**src/pcrb_pkg.sv**
```systemverilog
// ----------------------------------------------------------------------------
// pcrb_pkg: shared definitions for the rotating pixel-format blit
// Sizes, register indexes, rotation codes and the structs passed between the
// configuration, scan and index stages.
// ----------------------------------------------------------------------------
package pcrb_pkg;

    localparam int MAX_DIM    = 2048;
    localparam int MAX_LINE   = 4096;

    // Fixed field widths.
    localparam int SIZE_REG_W = 12;
    localparam int LINE_REG_W = 13;
    localparam int IDX_W      = 24;
    localparam int PIX_W      = 32;
    localparam int CFG_IDX_W  = 3;
    localparam int CFG_DATA_W = 13;

    // Widths that follow from the size limits.
    localparam int DIM_W      = $clog2(MAX_DIM + 1);
    localparam int CNT_W      = $clog2(MAX_DIM);
    localparam int LINE_W     = $clog2(MAX_LINE + 1);
    localparam int TDATA_W    = ((IDX_W + PIX_W + 7) / 8) * 8;

    localparam logic [SIZE_REG_W-1:0] RESET_WIDTH  = SIZE_REG_W'(640);
    localparam logic [SIZE_REG_W-1:0] RESET_HEIGHT = SIZE_REG_W'(480);
    localparam logic [LINE_REG_W-1:0] RESET_LINE   = LINE_REG_W'(640);

    typedef enum logic [CFG_IDX_W-1:0] {
        CFG_ROTATION = 3'd0,
        CFG_FORMAT   = 3'd1,
        CFG_WIDTH    = 3'd2,
        CFG_HEIGHT   = 3'd3,
        CFG_LINE     = 3'd4
    } t_cfg_index;

    typedef enum logic [1:0] {
        ROT_0   = 2'd0,
        ROT_90  = 2'd1,
        ROT_180 = 2'd2,
        ROT_270 = 2'd3
    } t_rotation;

    typedef enum logic {
        FMT_RGB565 = 1'b0,
        FMT_ABGR32 = 1'b1
    } t_format;

    // Effective configuration, sizes already clamped.
    typedef struct packed {
        t_rotation         rotation;
        t_format           source_format;
        logic [DIM_W-1:0]  width;
        logic [DIM_W-1:0]  height;
        logic [LINE_W-1:0] line;
    } t_cfg;

    typedef struct packed {
        logic [CNT_W-1:0] col;
        logic [CNT_W-1:0] row;
    } t_pos;

    // Stage register contents: index = offset + line_sel * line length.
    typedef struct packed {
        logic [CNT_W-1:0] offset;
        logic [CNT_W-1:0] line_sel;
        logic [PIX_W-1:0] pixel;
        logic             last;
    } t_stage;

    function automatic logic [DIM_W-1:0] clamp_dim(input logic [SIZE_REG_W-1:0] v);
        logic [DIM_W-1:0] r;
        if (v == '0) begin
            r = DIM_W'(1);
        end else if (32'(v) > 32'(MAX_DIM)) begin
            r = DIM_W'(MAX_DIM);
        end else begin
            r = DIM_W'(v);
        end
        return r;
    endfunction

    function automatic logic [LINE_W-1:0] clamp_line(input logic [LINE_REG_W-1:0] v);
        logic [LINE_W-1:0] r;
        if (v == '0) begin
            r = LINE_W'(1);
        end else if (32'(v) > 32'(MAX_LINE)) begin
            r = LINE_W'(MAX_LINE);
        end else begin
            r = LINE_W'(v);
        end
        return r;
    endfunction

endpackage

```
**src/pixel_convert_rotate_blit_top.sv**
```systemverilog
// ----------------------------------------------------------------------------
// pixel_convert_rotate_blit_top: rotating RGB565/ABGR to ARGB8888 blit
// Top level: configuration port, raster scan stage and index stage.
// ----------------------------------------------------------------------------
// The block takes one source pixel per clock in raster order while the
// output is not stalled and returns one result transaction per pixel, also
// at one per clock, via the stage and output registers: the first holds the
// converted pixel and the rotation operands, the second the index from the
// single line-length multiply-add. The stage register can take a new pixel
// while a result waits in the output register. Configuration is accepted in
// every cycle; a width or height write sends the scan back to the first pixel.
module pixel_convert_rotate_blit_top
    import pcrb_pkg::*;
(
    input  logic                          i_clk,
    input  logic                          i_rst_n,
    // Source pixel stream. tdata: [31:0] src_pixel.
    input  logic                          i_s_tvalid,
    output logic                          o_s_tready,
    input  logic [31:0]                   i_s_tdata,
    // Destination stream. tdata: [23:0] dest_index, [55:24] dest_pixel.
    // tlast: frame_last.
    output logic                          o_m_tvalid,
    input  logic                          i_m_tready,
    output logic [pcrb_pkg::TDATA_W-1:0]  o_m_tdata,
    output logic                          o_m_tlast,
    // Configuration writes.
    input  logic                          i_cfg_valid,
    output logic                          o_cfg_ready,
    input  logic [pcrb_pkg::CFG_IDX_W-1:0]  i_cfg_index,
    input  logic [pcrb_pkg::CFG_DATA_W-1:0] i_cfg_data
);
    import pcrb_pkg::*;

    t_cfg   cfg;
    t_pos   pos;
    t_stage stage;
    logic   restart;
    logic   stage_valid;
    logic   stage_ready;

    pcrb_cfg_regs u_cfg (
        .i_clk       (i_clk),
        .i_rst_n     (i_rst_n),
        .i_cfg_valid (i_cfg_valid),
        .o_cfg_ready (o_cfg_ready),
        .i_cfg_index (i_cfg_index),
        .i_cfg_data  (i_cfg_data),
        .o_cfg       (cfg),
        .o_restart   (restart)
    );

    pcrb_scan u_scan (
        .i_clk         (i_clk),
        .i_rst_n       (i_rst_n),
        .i_cfg         (cfg),
        .i_restart     (restart),
        .i_s_tvalid    (i_s_tvalid),
        .o_s_tready    (o_s_tready),
        .i_s_tdata     (i_s_tdata),
        .i_stage_ready (stage_ready),
        .o_stage_valid (stage_valid),
        .o_stage       (stage),
        .o_pos         (pos)
    );

    pcrb_index u_index (
        .i_clk         (i_clk),
        .i_rst_n       (i_rst_n),
        .i_cfg         (cfg),
        .i_stage_valid (stage_valid),
        .o_stage_ready (stage_ready),
        .i_stage       (stage),
        .o_m_tvalid    (o_m_tvalid),
        .i_m_tready    (i_m_tready),
        .o_m_tdata     (o_m_tdata),
        .o_m_tlast     (o_m_tlast)
    );

    // The scan position always lies inside the effective frame.
    a_col_in_frame: assert property (@(posedge i_clk) disable iff (!i_rst_n)
        DIM_W'(pos.col) < cfg.width)
        else $error("column counter outside the frame");

    a_row_in_frame: assert property (@(posedge i_clk) disable iff (!i_rst_n)
        DIM_W'(pos.row) < cfg.height)
        else $error("row counter outside the frame");

    a_size_restart: assert property (@(posedge i_clk) disable iff (!i_rst_n)
        (i_cfg_valid && o_cfg_ready
         && ((i_cfg_index == CFG_WIDTH) || (i_cfg_index == CFG_HEIGHT)))
        |=> (pos.col == '0) && (pos.row == '0))
        else $error("frame size write did not restart the scan");

    a_stage_forward: assert property (@(posedge i_clk) disable iff (!i_rst_n)
        (stage_valid && stage_ready) |=> o_m_tvalid)
        else $error("staged pixel was not moved to the output register");

endmodule

```
**src/pcrb_cfg_regs.sv**
```systemverilog
// ----------------------------------------------------------------------------
// pcrb_cfg_regs: configuration registers
// Holds the five control registers, presents their clamped effective values
// and flags a frame restart when a frame dimension is written.
// ----------------------------------------------------------------------------
module pcrb_cfg_regs
    import pcrb_pkg::*;
(
    input  logic                              i_clk,
    input  logic                              i_rst_n,
    input  logic                              i_cfg_valid,
    output logic                              o_cfg_ready,
    input  logic [pcrb_pkg::CFG_IDX_W-1:0]    i_cfg_index,
    input  logic [pcrb_pkg::CFG_DATA_W-1:0]   i_cfg_data,
    output pcrb_pkg::t_cfg                    o_cfg,
    output logic                              o_restart
);
    import pcrb_pkg::*;

    t_rotation               r_rotation;
    t_format                 r_format;
    logic [SIZE_REG_W-1:0]   r_width;
    logic [SIZE_REG_W-1:0]   r_height;
    logic [LINE_REG_W-1:0]   r_line;
    logic                    wr;

    assign o_cfg_ready = 1'b1;
    assign wr          = i_cfg_valid && o_cfg_ready;

    always_ff @(posedge i_clk) begin
        if (!i_rst_n) begin
            r_rotation <= ROT_0;
            r_format   <= FMT_RGB565;
            r_width    <= RESET_WIDTH;
            r_height   <= RESET_HEIGHT;
            r_line     <= RESET_LINE;
        end else if (wr) begin
            case (i_cfg_index)
                CFG_ROTATION: r_rotation <= t_rotation'(i_cfg_data[1:0]);
                CFG_FORMAT:   r_format   <= t_format'(i_cfg_data[0]);
                CFG_WIDTH:    r_width    <= i_cfg_data[SIZE_REG_W-1:0];
                CFG_HEIGHT:   r_height   <= i_cfg_data[SIZE_REG_W-1:0];
                CFG_LINE:     r_line     <= i_cfg_data[LINE_REG_W-1:0];
                default: ;
            endcase
        end
    end

    // Writing either dimension starts a new frame at the top left pixel.
    assign o_restart = wr && ((i_cfg_index == CFG_WIDTH) || (i_cfg_index == CFG_HEIGHT));

    always_comb begin
        o_cfg.rotation      = r_rotation;
        o_cfg.source_format = r_format;
        o_cfg.width         = clamp_dim(r_width);
        o_cfg.height        = clamp_dim(r_height);
        o_cfg.line          = clamp_line(r_line);
    end

endmodule

```
**src/pcrb_scan.sv**
```systemverilog
// ----------------------------------------------------------------------------
// pcrb_scan: raster counters and first pipeline stage
// Tracks the column and row of the next source pixel, converts the pixel
// format and selects the index operands for the active rotation.
// ----------------------------------------------------------------------------
module pcrb_scan
    import pcrb_pkg::*;
(
    input  logic                          i_clk,
    input  logic                          i_rst_n,
    input  pcrb_pkg::t_cfg                i_cfg,
    input  logic                          i_restart,
    input  logic                          i_s_tvalid,
    output logic                          o_s_tready,
    input  logic [pcrb_pkg::PIX_W-1:0]    i_s_tdata,
    input  logic                          i_stage_ready,
    output logic                          o_stage_valid,
    output pcrb_pkg::t_stage              o_stage,
    output pcrb_pkg::t_pos                o_pos
);
    import pcrb_pkg::*;

    localparam logic [7:0] ALPHA_OPAQUE = 8'hFF;

    logic [CNT_W-1:0] r_col;
    logic [CNT_W-1:0] r_row;
    logic [CNT_W-1:0] n_col;
    logic [CNT_W-1:0] n_row;
    logic             r_valid;
    t_stage           r_stage;
    t_stage           n_stage;
    logic             accept;
    logic [DIM_W-1:0] w_m1;
    logic [DIM_W-1:0] h_m1;
    logic [CNT_W-1:0] col_rev;
    logic [CNT_W-1:0] row_rev;
    logic             col_end;
    logic             row_end;

    assign o_s_tready = !r_valid || i_stage_ready;
    assign accept     = i_s_tvalid && o_s_tready;

    always_comb begin
        w_m1    = i_cfg.width - DIM_W'(1);
        h_m1    = i_cfg.height - DIM_W'(1);
        col_rev = CNT_W'(w_m1 - DIM_W'(r_col));
        row_rev = CNT_W'(h_m1 - DIM_W'(r_row));
        col_end = (DIM_W'(r_col) == w_m1);
        row_end = (DIM_W'(r_row) == h_m1);

        if (col_end) begin
            n_col = '0;
            n_row = row_end ? '0 : r_row + CNT_W'(1);
        end else begin
            n_col = r_col + CNT_W'(1);
            n_row = r_row;
        end

        case (i_cfg.rotation)
            ROT_0: begin
                n_stage.offset   = r_col;
                n_stage.line_sel = r_row;
            end
            ROT_90: begin
                n_stage.offset   = row_rev;
                n_stage.line_sel = r_col;
            end
            ROT_180: begin
                n_stage.offset   = col_rev;
                n_stage.line_sel = row_rev;
            end
            default: begin
                n_stage.offset   = r_row;
                n_stage.line_sel = col_rev;
            end
        endcase

        // RGB565 channels go to the top of each byte; ABGR swaps red and blue.
        if (i_cfg.source_format == FMT_ABGR32) begin
            n_stage.pixel = {ALPHA_OPAQUE, i_s_tdata[7:0], i_s_tdata[15:8],
                             i_s_tdata[23:16]};
        end else begin
            n_stage.pixel = {ALPHA_OPAQUE, i_s_tdata[15:11], 3'b000,
                             i_s_tdata[10:5], 2'b00, i_s_tdata[4:0], 3'b000};
        end
        n_stage.last = col_end && row_end;
    end

    always_ff @(posedge i_clk) begin
        if (!i_rst_n) begin
            r_col   <= '0;
            r_row   <= '0;
            r_valid <= 1'b0;
        end else begin
            if (i_restart) begin
                r_col <= '0;
                r_row <= '0;
            end else if (accept) begin
                r_col <= n_col;
                r_row <= n_row;
            end
            if (accept) begin
                r_valid <= 1'b1;
            end else if (i_stage_ready) begin
                r_valid <= 1'b0;
            end
        end
    end

    always_ff @(posedge i_clk) begin
        if (accept) begin
            r_stage <= n_stage;
        end
    end

    assign o_stage_valid = r_valid;
    assign o_stage       = r_stage;
    assign o_pos.col     = r_col;
    assign o_pos.row     = r_row;

endmodule

```
**src/pcrb_index.sv**
```systemverilog
// ----------------------------------------------------------------------------
// pcrb_index: destination index and output register
// Forms offset plus line select times the line length and holds the result
// transaction until the downstream side takes it.
// ----------------------------------------------------------------------------
module pcrb_index
    import pcrb_pkg::*;
(
    input  logic                          i_clk,
    input  logic                          i_rst_n,
    input  pcrb_pkg::t_cfg                i_cfg,
    input  logic                          i_stage_valid,
    output logic                          o_stage_ready,
    input  pcrb_pkg::t_stage              i_stage,
    output logic                          o_m_tvalid,
    input  logic                          i_m_tready,
    output logic [pcrb_pkg::TDATA_W-1:0]  o_m_tdata,
    output logic                          o_m_tlast
);
    import pcrb_pkg::*;

    localparam int PROD_W = CNT_W + LINE_W;

    logic              r_valid;
    logic [IDX_W-1:0]  r_index;
    logic [PIX_W-1:0]  r_pixel;
    logic              r_last;
    logic [PROD_W-1:0] prod;
    logic [IDX_W-1:0]  n_index;
    logic              load;

    assign o_stage_ready = !r_valid || i_m_tready;
    assign load          = i_stage_valid && o_stage_ready;

    // The index wraps at the index width.
    always_comb begin
        prod    = PROD_W'(i_stage.line_sel) * PROD_W'(i_cfg.line);
        n_index = IDX_W'(prod + PROD_W'(i_stage.offset));
    end

    always_ff @(posedge i_clk) begin
        if (!i_rst_n) begin
            r_valid <= 1'b0;
        end else if (load) begin
            r_valid <= 1'b1;
        end else if (i_m_tready) begin
            r_valid <= 1'b0;
        end
    end

    always_ff @(posedge i_clk) begin
        if (load) begin
            r_index <= n_index;
            r_pixel <= i_stage.pixel;
            r_last  <= i_stage.last;
        end
    end

    assign o_m_tvalid = r_valid;
    assign o_m_tdata  = TDATA_W'({r_pixel, r_index});
    assign o_m_tlast  = r_last;

endmodule
```
**config.mk**
```make
export PLATFORM = sky130hd
export DESIGN_NAME = pixel_convert_rotate_blit_top
export DESIGN_NICKNAME = d
export VERILOG_FILES = /design/src/pcrb_pkg.sv /design/src/pixel_convert_rotate_blit_top.sv /design/src/pcrb_cfg_regs.sv /design/src/pcrb_scan.sv /design/src/pcrb_index.sv
export SDC_FILE = /design/constraint.sdc
export NUM_CORES = 1
export LEC_CHECK = 0
export ABC_AREA = 1
export BUFFER_PORTS_ARGS = -buffer_cell sky130_fd_sc_hd__clkbuf_2
export CORE_AREA = 4 4 194 196
export CTS_CLUSTER_DIAMETER = 80
export DETAILED_ROUTE_END_ITERATION = 7
export DIE_AREA = 0 0 198 200
export GPL_TIMING_DRIVEN = 1
export PLACE_DENSITY_LB_ADDON = 0.2
export SLEW_MARGIN = 0
export SYNTH_ARGS = -nofsm -noshare
export SYNTH_HDL_FRONTEND = slang
export SYNTH_HIERARCHICAL = 1
export SYNTH_SLANG_ARGS = --single-unit
```
**constraint.sdc**
```tcl
create_clock -name i_clk -period 12.9 [get_ports i_clk]
set_input_delay 2.58 -clock i_clk [delete_from_list [all_inputs] [get_ports i_clk]]
set_output_delay 2.58 -clock i_clk [all_outputs]
set_load 0.02 [all_outputs]
```
==> metrics.cfg <==
[status]
status = finished clean

[clocking]
cts_root_buf = clkbuf_16
numCtsBuffers = 17
cts_tree = yes
cts_hold_buffers = 0
worstSkewPairLatency_ns = 0.45
clock-sinks = 168
h-tree-depth = 4
cts_max_path_buffers = 2
path_clk_slew_ns = 0.07
cts_setup_buffers = 0
cts_resized = 0

[synthesis]
syn_inst = 1826
synthTopCellsByArea = edfxtp_1 22%, fa_1 16%, nand2_1 12%, inv_1 10%, dfxtp_1 9.0%
synth_cell_types = 51
async_flop_share_pct = 0
synth_area_um2 = 14220
yosysTopAreaCell = edfxtp_1
synth_flop_cell = edfxtp_1
ys_seq_area_share_pct = 30.96
synth_edf_count = 104
synth-seq-cells = 168
synth_top_area_share_pct = 21.96
ys_warn_count = 6
post_synth.cell_area_avg_um2 = 7.790

[global_route]
antenna_found_initial = 0
grt_usage_pct = 17.86
grt_remaining_overflow = 0
grt_start_max_net_pins = 58
grt_pass1_vias = 11220
grt_pass1_wl_um = 56810

[sta]
holdWs_ns = 0.4231
fin_crit_sh_pct = 47.03
slew_viol_final = 0
grt_setup_unrepaired = false
fmax_mhz = 164.8
finalSetupViolations = 0
hold_viol = 0
tightest_slew_ns = 1.081
slew_headroom_pct = 27.76
min_period_ns = 6.067
fin_skew_ns = 0.01514
setup_slack_ns = 6.833
finalSetupTns_ns = 0

[detailed_routing]
highest_layer = met4
routed_wl_um = 34590
met2_length_um = 16350
via_count = 11400
wl_met1_um = 15790
drtIter0Drc = 549
final_antenna_net_count = 0
wl_met3_um = 1746
drtPass1Iterations = 5
routedWlPerCell_um = 14.46
drc = 0
drt-vias-per-instance = 4.766

[die]
die_h_um = 200
rows = 70
start_util_pct = 39.42
io_pins = 113
core_region_area_um2 = 36080
die-area_um2 = 39600
die_x_um = 198

[critical_path]
slowest_delay_ns = 0.86
worstPathCellList = nor2_1, nand2_1, nor2_1, nand2_1, a21boi_1, nand2_1, fa_1, fa_1, inv_1, fa_1, fa_1, inv_1, fa_1, inv_1, ha_1, nand2_1, inv_1, a21oi_1, nand3_1, nand2_1, nand2_1, nand2_1, nand2_1
critical_path.endpoint_type = flop
regToRegSetupSlack_ns = 6.83
crit_family = adder cells
crit_buf_inv = 4
cp.required_ns = 13.11
cp_common_cell = nand2_1
critPathKind = reg -> reg
cp_slowest_cell = a21boi_1
worstPathArrival_ns = 6.28
startpoint_type = flop
cp_max_fo = 11

[min_path]
min_path_type = reg -> reg

[cells_and_area]
n_antenna_cell = 0
area_delta_synth_final_pct = 11.05
final_nets = 2162
final_cells = 2391
drive_gt1_share_pct = 10.14
fill_cells = 3684

[pwr]
pwr_density_cell_nw_per_um2 = 102.3
vdd.ir_drop.worst_uv = 102.8
p_leak_nw = 8.091
power_mw = 1.616

[placement]
place_congestion = 0.8830
dp_cells = 2359
dp_slack_ns = 6.816
dpl.hpwl_um = 27380
portBuffers = 103

[job]
cap_violations = 0

-- layout by cell type, fill, tap and decap left out, drive strengths merged, types with 2 or more instances in the layout --
master and instances:
a21boi 21, a21o 2, a21oi 45, a221oi 5
a31oi 5, and2 3, buf 13, clkbuf 122
clkinv 3, clkinvlp 2, conb 9, dfxtp 64
edfxtp 104, fa 111, ha 88, inv 411
mux2 6, nand2 469, nand3 80, nand3b 6
nand4 19, nor2 186, nor3 21, nor4 2
o2111ai 9, o21ai 51, o21bai 8, o22ai 4
or2 4, xnor2 12, xor2 31
-- worst paths after layout --
kind                     startpoint             endpoint  depth (start not counted)
setup / recovery    u_cfg/r_line[6]  u_index/r_index[20]                         23
hold / removal    u_scan/o_stage[9]   u_index/r_pixel[8]                          0
setup reg to reg    u_cfg/r_line[6]  u_index/r_index[20]                         23
hold reg to reg   u_scan/o_stage[9]   u_index/r_pixel[8]                          0
-- worst reg2reg max path, cell delays in order (launching register included) --
cell and delay (ns):
dfxtp_1 0.34, nor2_1 0.12, nand2_1 0.06, nor2_1 0.13, nand2_1 0.19, a21boi_1 0.86
nand2_1 0.19, fa_1 0.46, fa_1 0.55, inv_1 0.05, fa_1 0.46, fa_1 0.54
inv_1 0.05, fa_1 0.52, inv_1 0.04, ha_1 0.34, nand2_1 0.16, inv_1 0.06
a21oi_1 0.20, nand3_1 0.20, nand2_1 0.13, nand2_1 0.06, nand2_1 0.05, nand2_1 0.04
-- state kept, by name, summed over array words and instances (netlist names), 2 cells and up --
register,cells
u_scan/r_row,11
u_scan/r_col,11
u_cfg/r_height,12
u_scan/o_stage,47
u_index/r_pixel,32
u_cfg/r_line,13
u_index/r_index,24
u_cfg/r_width,12
u_cfg/r_rotation,2
-- synth_stat cells (7+ instances only) --
cell type    n
fa_1       111
inv_2        7
o21bai_1     8
nand2_2      8
nor2_1     174
nand2_1    459
xor2_1      31
a21boi_0    21
nand3_1     76
edfxtp_1   104
nor2_2       9
o2111ai_1    9
ha_1        88
dfxtp_1     64
inv_1      395
nor3_1      19
buf_4       11
a21oi_1     44
xnor2_1     12
o21ai_0     51
clkbuf_1    40
nand4_1     19
-- layer usage --
metal,vias up,track usage [%]
met2,262,29.72
met4,0,5.305
met5,-,0
met1,5320,24.06
met3,39,3.139
li1,5774,-
-- metrics by stage --
step	instance area, um^2	utilization [%]
2_1_floorplan	14250	-
6_report	15800	43.77
4_1_cts	15800	43.77
5_1_grt	15800	43.77
3_3_place_gp	15190	42.09
3_5_place_dp	15190	42.09
-- power breakdown --
group / internal (mW) / total, mW / switching, mW / leakage (nW)
Combinational: 0.154 / 0.444 / 0.289 / 6.26
Clock: 0.288 / 0.539 / 0.251 / 0.295
Sequential: 0.613 / 0.632 / 0.0198 / 1.53
Total: 1.06 / 1.62 / 0.560 / 8.09
-- kinds of logic (layout without fill, tap and decap cells) --
family | count (synthesis) | count (layout) | share of synthesized area [%]
AOI/OAI and AO/OA | 155 | 155 | 6.606
xor gates and xnor gates | 43 | 43 | 2.648
adders and majority gates | 199 | 199 | 23.36
buffers and inverters | 462 | 552 | 12.60
DFF | 168 | 168 | 30.96
muxes | 6 | 6 | 0.4750
other | 2 | 9 | 0.05280
and+or+nand+nor | 791 | 791 | 23.29
-- area by class of cell --
class	count	area [um^2]	share of cell area, %
clock buffers	19	454.2	2.875
clock inverters	13	153.9	0.9743
inverters	404	1519	9.617
multi-input cells	1203	8065	51.06
flip-flops and latches	168	4404	27.88
well taps	468	585.6	3.707
repair buffers	116	613.1	3.882
Note: power is estimated with default switching activity, not from simulation.
